File: src/rtl/sacl_pkg.sv
// constants, types and state codes of the lru tag store
// no dependencies
package sacl_pkg;

  localparam int ADDR_W       = 32;
  localparam int CNT_W        = 32;
  localparam int TAG_W        = 20;
  localparam int WAY_OUT_W    = 3;
  localparam int SET_OUT_W    = 6;
  localparam int NUM_SETS     = 64;
  localparam int BLOCK_BYTES  = 64;
  localparam int SET_W        = (NUM_SETS > 1) ? $clog2(NUM_SETS) : 1;
  localparam int OFS_W        = $clog2(BLOCK_BYTES);
  localparam int DEF_NUM_WAYS = 8;
  localparam int DEF_AGE_BITS = 8;

  typedef enum logic {
    ST_IDLE,
    ST_LOOKUP
  } ctrl_state_t;

  typedef struct packed {
    logic hit;
    logic filled;
    logic replaced;
  } lookup_flags_t;

endpackage

File: src/rtl/sacl_ram.sv
// set memory of the lru tag store: one row of ways per set, registered read
// depends on sacl_pkg
module sacl_ram #(
  parameter int ROW_W = 29
) (
  input  logic                       clk,
  input  logic                       rst,
  input  logic                       rd_en,
  input  logic [sacl_pkg::SET_W-1:0] rd_set,
  output logic [ROW_W-1:0]           rd_row,
  output logic                       rd_ok,
  input  logic                       wr_en,
  input  logic [sacl_pkg::SET_W-1:0] wr_set,
  input  logic [ROW_W-1:0]           wr_row
);
  import sacl_pkg::*;

  logic [ROW_W-1:0]    mem [NUM_SETS];
  logic [NUM_SETS-1:0] row_vld;

  always_ff @(posedge clk) begin
    if (wr_en) begin
      mem[wr_set] <= wr_row;
    end
    if (rd_en) begin
      rd_row <= mem[rd_set];
    end
  end

  // rows never written since reset read with rd_ok low
  always_ff @(posedge clk) begin
    if (rst) begin
      row_vld <= '0;
      rd_ok   <= 1'b0;
    end else begin
      if (wr_en) begin
        row_vld[wr_set] <= 1'b1;
      end
      if (rd_en) begin
        rd_ok <= row_vld[rd_set];
      end
    end
  end

endmodule

File: config.mk
export PLATFORM = sky130hd
export DESIGN_NAME = sacl_ram
export DESIGN_NICKNAME = d
export VERILOG_FILES = /design/src/rtl/sacl_pkg.sv /design/src/rtl/sacl_ram.sv
export SDC_FILE = /design/constraint.sdc
export NUM_CORES = 2
export LEC_CHECK = 0
export BUFFER_PORTS_ARGS = -buffer_cell sky130_fd_sc_hd__buf_2
export CAP_MARGIN = 5
export CORE_ASPECT_RATIO = 1.4
export CORE_UTILIZATION = 53
export DETAILED_ROUTE_END_ITERATION = 12
export GPL_ROUTABILITY_DRIVEN = 0
export GPL_TIMING_DRIVEN = 1
export PLACE_DENSITY = 0.77
export SETUP_SLACK_MARGIN = 0.5
export SLEW_MARGIN = 20
export SYNTH_ARGS = -nofsm -noshare
export SYNTH_HDL_FRONTEND = slang
export SYNTH_SLANG_ARGS = --single-unit
File: constraint.sdc
create_clock -name clk -period 2.95 [get_ports clk]
set_clock_uncertainty 0.05 [all_clocks]
set_input_delay 0 -clock clk [delete_from_list [all_inputs] [get_ports clk]]
set_output_delay 0 -clock clk [all_outputs]
set_load 0.02 [all_outputs]
==> impl_metrics.env <==
export IMPL_run_status="completed"
export IMPL_nNetsFinal=3391
export IMPL_syn_area_per_cell_sq_um=24.30
export IMPL_critical_path_startpoint_type="flip-flop"
export IMPL_grt_use_total_pct=26.85
export IMPL_path_cells="mux4_2 > mux4_2 > mux2_2 > nand2_1 > o21ai_0"
export IMPL_cts_htree_levels=4
export IMPL_endpoint_kind="flip-flop"
export IMPL_dr_total_vias=35310
export IMPL_ant_nets=0
export IMPL_placed_cells=4934
export IMPL_wirelength_mm=186.5
export IMPL_instances_no_fill=5272
export IMPL_max_cap_violations=0
export IMPL_max_freq_ghz=0.4180
export IMPL_critPathKind="flip-flop to flip-flop"
export IMPL_die_x_um=317.6
export IMPL_ys_seq_elements=1950
export IMPL_hold_path_class="input pin to flip-flop"
export IMPL_finalCritPeriodShare_pct=81.09
export IMPL_clkTransAtPathRegs_ns=0.07
export IMPL_cp_max_fo=1
export IMPL_syn_num_nets=3085
export IMPL_clk_latency_ns=0.79
export IMPL_clock_root_buffer="clkbuf_16"
export IMPL_tritoncts="yes"
export IMPL_tightest_slew_ns=1.119
export IMPL_ys_types=28
export IMPL_dr_pass1_iters=5
export IMPL_ir_drop_uv=557.2
export IMPL_crit_required_ns=3.38
export IMPL_slowest_stage="mux4_2"
export IMPL_power_total_mw=54.62
export IMPL_grt_pass1_vias=36370
export IMPL_synth_area_sq_um=73880
export IMPL_syn2layout_area_growth_pct=13.78
export IMPL_rsz0062_at_grt="no"
export IMPL_cp_common_cell="mux4_2"
export IMPL_cts_hold_buf=39
export IMPL_finalCriticalPeriod_ns=2.392
export IMPL_route_detailed_drc=0
export IMPL_core_area_sq_um=138000
export IMPL_antenna_found_initial=11
export IMPL_cts_made_buffers=161
export IMPL_cellPowerDensity_nw_per_um2=649.7
export IMPL_grt_ovfl_total=0
export IMPL_finalWorstSetupSlack_ns=0.5578
export IMPL_start_util_pct=53.54
export IMPL_setup_viol=0
export IMPL_power_leakage_nw=26.18
export IMPL_ctsLongestPathBuffers=3
export IMPL_netlist_instances=3040
export IMPL_tns_ns=0
export IMPL_drive_gt1_share_pct=34.14
export IMPL_fp_row_count=161
export IMPL_register_area_sq_um=57910
export IMPL_hold_violations=0
export IMPL_hpwlAfterDp_mm=99.18
export IMPL_grt_max_degree=81
export IMPL_slew_violations=0
export IMPL_post_cts_resized=0
export IMPL_via_per_inst=6.698
export IMPL_critPathArrivalTime_ns=2.83
export IMPL_wire_per_inst_um=35.37
export IMPL_ios=75
export IMPL_die_area_sq_um=140900
export IMPL_portBuffers=74
export IMPL_cts_sink_count=1950
export IMPL_grt_pass1_wl_mm=263.8
export IMPL_maxSlewHeadroom_pct=25.40
export IMPL_nFillCells=8753
export IMPL_postCtsSetupRepairBufs=0
export IMPL_synth_seq_area_share_pct=78.37
export IMPL_slowest_delay_ns=0.49
export IMPL_dp_slack_ns=0.1464
export IMPL_yosys_warnings=0
export IMPL_dieHeight_um=443.8
export IMPL_dr_first_iter_drc_count=5103
export IMPL_multi_input_area_sq_um=15770
==> critical path: cells and delay by family (launching register included) <==
family,cells,cell delay (ns)
AOI/OAI and AO/OA,1,0.15
DFF,1,0.40
muxes,3,1.34
and+or+nand+nor,1,0.15
==> Yosys cell counts <==
| library cell | number | share of area [%] |
|---|---|---|
| o21ba_2 | 4 | 0.054 |
| nor2b_1 | 7 | 0.059 |
| o22ai_1 | 4 | 0.034 |
| edfxtp_1 | 1885 | 77 |
| mux4_2 | 603 | 18 |
| buf_1 | 17 | 0.086 |
| nand2b_1 | 6 | 0.051 |
| or3_1 | 1 | 0.0085 |
| dfxtp_1 | 65 | 1.8 |
| nand2_1 | 27 | 0.14 |
| nor3_1 | 7 | 0.047 |
| buf_4 | 4 | 0.041 |
| o41ai_1 | 2 | 0.024 |
| mux2i_1 | 18 | 0.24 |
| clkbuf_1 | 80 | 0.41 |
| inv_1 | 2 | 0.010 |
| nand3b_1 | 2 | 0.020 |
| a31oi_1 | 2 | 0.017 |
| buf_6 | 3 | 0.046 |
| buf_2 | 54 | 0.37 |
| nand4_1 | 2 | 0.017 |
| nor4_1 | 2 | 0.017 |
| nor2_1 | 185 | 0.94 |
| a22oi_1 | 2 | 0.020 |
| nand3_1 | 9 | 0.061 |
| mux2_2 | 26 | 0.40 |
| and2_1 | 1 | 0.0085 |
| o21ai_0 | 20 | 0.14 |
==> state kept, by name, summed over array words and instances (netlist names) <==
signal   count
rd_row      29
rd_ok        1
row_vld     64
mem       1856
==> worst paths after layout <==
| check | start | to | slack, ns | depth (start not counted) |
|---|---|---|---|---|
| max | mem[32][22] | rd_row[22] | 0.56 | 5 |
| min reg2reg | row_vld[29] | row_vld[29] | 0.42 | 2 |
| max reg2reg | mem[32][22] | rd_row[22] | 0.56 | 5 |
| min | rd_set[4] | rd_row[0] | 0.1 | 4 |
==> power by group <==
| group | leakage [nW] | switching, mW | internal, mW | total, mW |
|---|---|---|---|---|
| Sequential | 17.5 | 0.121 | 30.6 | 30.7 |
| Combinational | 6.16 | 1.66 | 1.22 | 2.88 |
| Clock | 2.51 | 9.49 | 11.5 | 21.0 |
==> metrics by stage <==
step                      util [%]  area, sq um  hold WS (ns)
final                        60.92        84070       0.09895
after global routing         60.92        84060        0.1089
after CTS                    60.84        83960       0.06656
after detailed placement     56.85        78450        0.4037
after global placement       56.85        78450        0.3936
after floorplan                  -        73900       0.04887
==> cells by family after synthesis <==
logic type,after synthesis,share of synthesized area (%)
AO/OA/AOI/OAI,34,0.2845
buffers and inverters,160,0.9551
flip-flops,1950,78.37
multiplexers,647,19.02
AND/OR/NAND/NOR,249,1.367
==> per-layer routing <==
layer  vias to the layer above  GRT usage [%]  wire length, um
met5                         -              0               34
met4                         6          12.74             9515
met3                       548          4.964            19460
met2                      2535          45.54            95220
met1                     18610          33.67            62220
li1                      13620              -                -
==> placed cells by master (no fill, tap or decap), types with 3 or more instances in the layout <==
cell           synthesis  layout
edfxtp_1            1885    1885
mux4_2               603     603
clkbuf_16              0     167
buf_4                  4     140
nor2_1               185     125
dfxtp_1               65      65
nor2_4                 0      60
buf_12                 0      60
buf_2                 54      57
dlygate4sd3_1          0      39
clkbuf_1              80      36
clkinv_2               0      29
clkinv_1               0      28
nand2_1               27      27
mux2_2                26      26
o21ai_0               20      20
mux2i_1               18      18
bufinv_16              0      11
nand3_1                9       9
clkbuf_8               0       8
nor2b_1                7       7
nand2b_1               6       6
diode_2                0       5
clkinvlp_4             0       5
nor3_4                 0       4
o21ba_2                4       4
o22ai_1                4       4
inv_6                  0       4
nor3_1                 7       3
buf_8                  0       3
==> layout make-up <==
type                       instances  area share, %
sequential                      1950          68.88
antenna                            5        0.01488
clock inverter                    80         0.8260
multi-input combinational        930          18.76
clock buffer                     211          5.263
timing repair buffer             301          3.582
tap                             1793          2.669
inverter                           2       0.008930
No activity file was read; power rests on OpenSTA's default activity.
