==> config.mk <==
export PLATFORM = sky130hd
export DESIGN_NAME = sacl_lookup
export DESIGN_NICKNAME = d
export VERILOG_FILES = /design/src/rtl/sacl_pkg.sv /design/src/rtl/sacl_lookup.sv
export SDC_FILE = /design/constraint.sdc
export NUM_CORES = 1
export LEC_CHECK = 0
export ABC_AREA = 1
export BUFFER_PORTS_ARGS = -buffer_cell sky130_fd_sc_hd__buf_2
export CORE_AREA = 4 4 188 190
export DETAILED_ROUTE_END_ITERATION = 10
export DIE_AREA = 0 0 192 194
export PLACE_DENSITY = 0.72
export SLEW_MARGIN = 20
export SYNTH_ARGS = -nofsm -noshare
export SYNTH_HDL_FRONTEND = slang
export SYNTH_SLANG_ARGS = --single-unit
==> constraint.sdc <==
create_clock -name vclk -period 26.4
set_clock_uncertainty 0.15 [all_clocks]
set_input_delay 7.92 -clock vclk [all_inputs]
set_output_delay 7.92 -clock vclk [all_outputs]
set_load 0.01 [all_outputs]
==> src/rtl/sacl_pkg.sv <==
// constants, types and state codes of the lru tag store
// no dependencies
package sacl_pkg;

  localparam int ADDR_W       = 32;
  localparam int CNT_W        = 32;
  localparam int TAG_W        = 20;
  localparam int WAY_OUT_W    = 3;
  localparam int SET_OUT_W    = 6;
  localparam int NUM_SETS     = 64;
  localparam int BLOCK_BYTES  = 64;
  localparam int SET_W        = (NUM_SETS > 1) ? $clog2(NUM_SETS) : 1;
  localparam int OFS_W        = $clog2(BLOCK_BYTES);
  localparam int DEF_NUM_WAYS = 8;
  localparam int DEF_AGE_BITS = 8;

  typedef enum logic {
    ST_IDLE,
    ST_LOOKUP
  } ctrl_state_t;

  typedef struct packed {
    logic hit;
    logic filled;
    logic replaced;
  } lookup_flags_t;

endpackage

==> src/rtl/sacl_lookup.sv <==
// tag compare, victim choice and age update over one set row
// depends on sacl_pkg
module sacl_lookup #(
  parameter int NUM_WAYS = 8,
  parameter int AGE_BITS = 8,
  parameter int WAY_W    = 3,
  parameter int ENTRY_W  = 29,
  parameter int ROW_W    = 232
) (
  input  logic [sacl_pkg::TAG_W-1:0] tag,
  input  logic                       row_ok,
  input  logic [ROW_W-1:0]           row,
  output logic [WAY_W-1:0]           way,
  output sacl_pkg::lookup_flags_t    flags,
  output logic [ROW_W-1:0]           row_next
);
  import sacl_pkg::*;

  logic [NUM_WAYS-1:0] vld;
  logic [NUM_WAYS-1:0] match;
  logic [TAG_W-1:0]    tags [NUM_WAYS];
  logic [AGE_BITS-1:0] ages [NUM_WAYS];
  logic                hit_found;
  logic                inv_found;
  logic [WAY_W-1:0]    hit_way;
  logic [WAY_W-1:0]    inv_way;
  logic [WAY_W-1:0]    best_way;
  logic [AGE_BITS-1:0] best_age;

  always_comb begin
    for (int w = 0; w < NUM_WAYS; w++) begin
      vld[w]   = row_ok & row[w*ENTRY_W + ENTRY_W - 1];
      tags[w]  = row_ok ? row[w*ENTRY_W + AGE_BITS +: TAG_W] : '0;
      ages[w]  = row_ok ? row[w*ENTRY_W +: AGE_BITS] : '0;
      match[w] = vld[w] && (tags[w] == tag);
    end
  end

  // lowest index wins for hit and free way
  always_comb begin
    hit_found = 1'b0;
    inv_found = 1'b0;
    hit_way   = '0;
    inv_way   = '0;
    for (int w = NUM_WAYS - 1; w >= 0; w--) begin
      if (match[w]) begin
        hit_found = 1'b1;
        hit_way   = WAY_W'(w);
      end
      if (!vld[w]) begin
        inv_found = 1'b1;
        inv_way   = WAY_W'(w);
      end
    end
  end

  // oldest way, lowest index on ties
  always_comb begin
    best_age = ages[0];
    best_way = '0;
    for (int w = 1; w < NUM_WAYS; w++) begin
      if (ages[w] > best_age) begin
        best_age = ages[w];
        best_way = WAY_W'(w);
      end
    end
  end

  always_comb begin
    flags.hit      = hit_found;
    flags.filled   = 1'b0;
    flags.replaced = 1'b0;
    if (hit_found) begin
      way = hit_way;
    end else if (inv_found) begin
      way          = inv_way;
      flags.filled = 1'b1;
    end else begin
      way            = best_way;
      flags.replaced = 1'b1;
    end
  end

  always_comb begin
    for (int w = 0; w < NUM_WAYS; w++) begin
      if (WAY_W'(w) == way) begin
        row_next[w*ENTRY_W +: ENTRY_W] = {1'b1, tag, {AGE_BITS{1'b0}}};
      end else if (vld[w]) begin
        row_next[w*ENTRY_W +: ENTRY_W] = {1'b1, tags[w],
          (ages[w] == {AGE_BITS{1'b1}}) ? ages[w] : ages[w] + AGE_BITS'(1)};
      end else begin
        row_next[w*ENTRY_W +: ENTRY_W] = {1'b0, tags[w], ages[w]};
      end
    end
  end

endmodule

==> results.py <==
metrics = {
    "route": {
        "wl_um": 67300,
        "drc": 0,
        "routed_via_density": 5.61,
        "ant_nets": 0,
        "wl_per_cell_um": 21.0,
        "dr.pass1.iters": 7,
        "drt-initial-drc-count": 2097,
        "vias": 18000,
    },
    "run": {
        "cap_violations": 0,
    },
    "floorplan": {
        "row_count": 67,
        "die_w_um": 192,
        "die_area_sq_um": 37200,
        "initial_core_util_pct": 34.0,
        "core_region_area_sq_um": 33400,
        "io_pins": 491,
        "die_y_um": 194,
    },
    "run_status": {
        "status": "finished clean",
    },
    "timing": {
        "tightest_slew_ps": 845,
        "whs_ps": 16080,
        "finalHoldViolCount": 0,
        "slew_headroom_pct": 43.7,
        "slew_viol_final": 0,
        "post-route-period-util_pct": 97.0,
        "setup_viol_count_final": 0,
        "period_needed_ps": 25600,
        "fmax_ghz": 0.0391,
    },
    "global_routing": {
        "grt_start_max_net_pins": 85,
        "track_usage_pct": 32.2,
        "grt_pass1_wl_um": 94700,
        "grt_overflow": 0,
        "first_global_vias": 16000,
        "grt_antenna_before_repair": 10,
    },
    "final_layout": {
        "seq_cell_count": 0,
        "layout.cells.non_filler": 3203,
        "seqCellArea_sq_um": 0,
        "final_cell_mix": "nand2_1, buf_2, inv_1",
        "final_common_cell": "nand2_1",
        "drive_gt1_share_pct": 21.7,
        "fin_area_sq_um": 14400,
        "area_growth_pct": 27.0,
        "n_clock_buffer": 0,
        "nNetsFinal": 3058,
        "nFillCells": 3901,
    },
    "synth": {
        "netlist_area_sq_um": 11400,
        "syn_nets": 2660,
        "syn_inst": 2349,
        "yosysUniqueCellTypes": 48,
        "synth_area_per_cell_sq_um": 4.84,
        "synth-seq-area-share_pct": 0,
        "yosys_warnings": 0,
    },
    "worst_setup_path": {
        "crit_type": "input port to output pin",
        "cp_slowest_cell": "ha_1",
        "slowest_delay_ps": 360,
        "arrival_ps": 17530,
        "cp_max_fo": 33,
        "critPathMostFrequentCell": "nand2_1",
        "end_kind": "output pin",
        "start_kind": "input port",
        "critPathRequiredTime_ps": 18330,
    },
    "power": {
        "peakVddDrop_mv": 0.0349,
        "swShare_pct": 64.3,
        "combPwrFrac_pct": 100.0,
        "intPower_mw": 0.171,
        "finalPower_mw": 0.479,
        "seqPwrFrac_pct": 0,
        "p_leak_nw": 9.63,
        "switchingPower_mw": 0.308,
        "p_per_area_nw_per_um2": 33.2,
        "clkPwrFrac_pct": 0,
    },
    "placement": {
        "portBuffers": 491,
        "placed_cells": 3167,
        "dp_hpwl_um": 50400,
        "gp_congestion": 1.02,
        "place_area_sq_um": 14000,
    },
    "worst_hold_path": {
        "hold_path_class": "input port to output pin",
    },
}
-- logic make-up (layout without fill, tap and decap cells) --
kind of cell / count (synthesis) / count (layout) / synth area share (%)
adder cells (fa/ha/maj): 58 / 58 / 6.38
AND/OR/NAND/NOR: 1434 / 1437 / 55.8
AO/OA/AOI/OAI: 212 / 213 / 11.4
XOR/XNOR: 87 / 87 / 6.70
buffers and inverters: 558 / 950 / 19.7
other: 0 / 10 / 0
-- through the flow --
stage | util (%) | TNS, ps | worst slack [ps]
4_1_cts | 41.8 | 0 | 53.0
3_3_place_gp | 41.8 | 0 | 203
3_5_place_dp | 41.8 | 0 | 55.8
5_1_grt | 43.2 | -1310 | -73.1
2_1_floorplan | - | 0 | 48.5
6_report | 43.2 | 0 | 802
-- power groups by stage --
stage | logic (mW) | clock network [mW] | registers, mW
3_5_place_dp | 0.428 | 0 | 0
5_1_grt | 0.537 | 0.0000000305 | 0
6_report | 0.479 | 0.0000000509 | 0
2_1_floorplan | 0.297 | 0 | 0
3_3_place_gp | 0.427 | 0 | 0
4_1_cts | 0.430 | 0 | 0
-- path summary, 6_finish.rpt --
check                    start  depth (start not counted)       endpoint  slack (ps)
worst min-delay path  row[203]                          5  row_next[203]       16080
worst max-delay path    row_ok                         71   row_next[17]         800
-- worst max-delay path, delay by kind of cell --
kind / cells / cell delay [ps]
buffers and inverters: 11 / 1390
AOI/OAI and AO/OA: 13 / 1910
adders and majority gates: 7 / 2310
and+or+nand+nor: 40 / 3950
-- cell usage after synthesis, drive strengths merged, types with 4 or more instances --
master	count	area, sq um
nand3	83	425
nand3b	9	67.6
buf	98	514
nor3	51	255
nand4	209	1310
nand2	884	3370
o2111ai	7	61.3
and3	4	25.0
o211ai	5	37.5
ha	58	726
a21oi	21	109
a211oi	6	45.0
o21bai	5	37.5
a2111oi	11	96.3
inv	406	1520
a2111o	4	45.0
clkbuf	51	191
nor2	135	507
o22ai	23	144
a221oi	7	61.3
o21ai	111	556
xor2	84	736
nor3b	5	37.5
nor4	44	275
or4	5	37.5
-- final cells by class --
type	instances	area [sq um]	share of cell area, %
inverters	409	1540	10.6
diodes	10	25.0	0.173
repair buffers	541	3050	21.1
well taps	448	561	3.88
multi-input cells	1795	9270	64.2
-- repair_timing --
item | CTS | global route
endpoints found under the setup margin | 0 | 235
gates resized for setup | 0 | 44
setup buffers | 0 | 17
endpoints found under the hold margin | 0 | 0
hold buffers | 0 | 0
-- metal layers --
metal | global-route usage [%] | share of wire (%) | vias to the layer above
met5 | 0 | 0.040 | -
met3 | 5.28 | 11 | 282
li1 | - | - | 8432
met4 | 14.0 | 6.3 | 4
met1 | 43.2 | 40 | 7947
met2 | 50.6 | 42 | 1300
No activity file was read; power rests on OpenSTA's default activity.
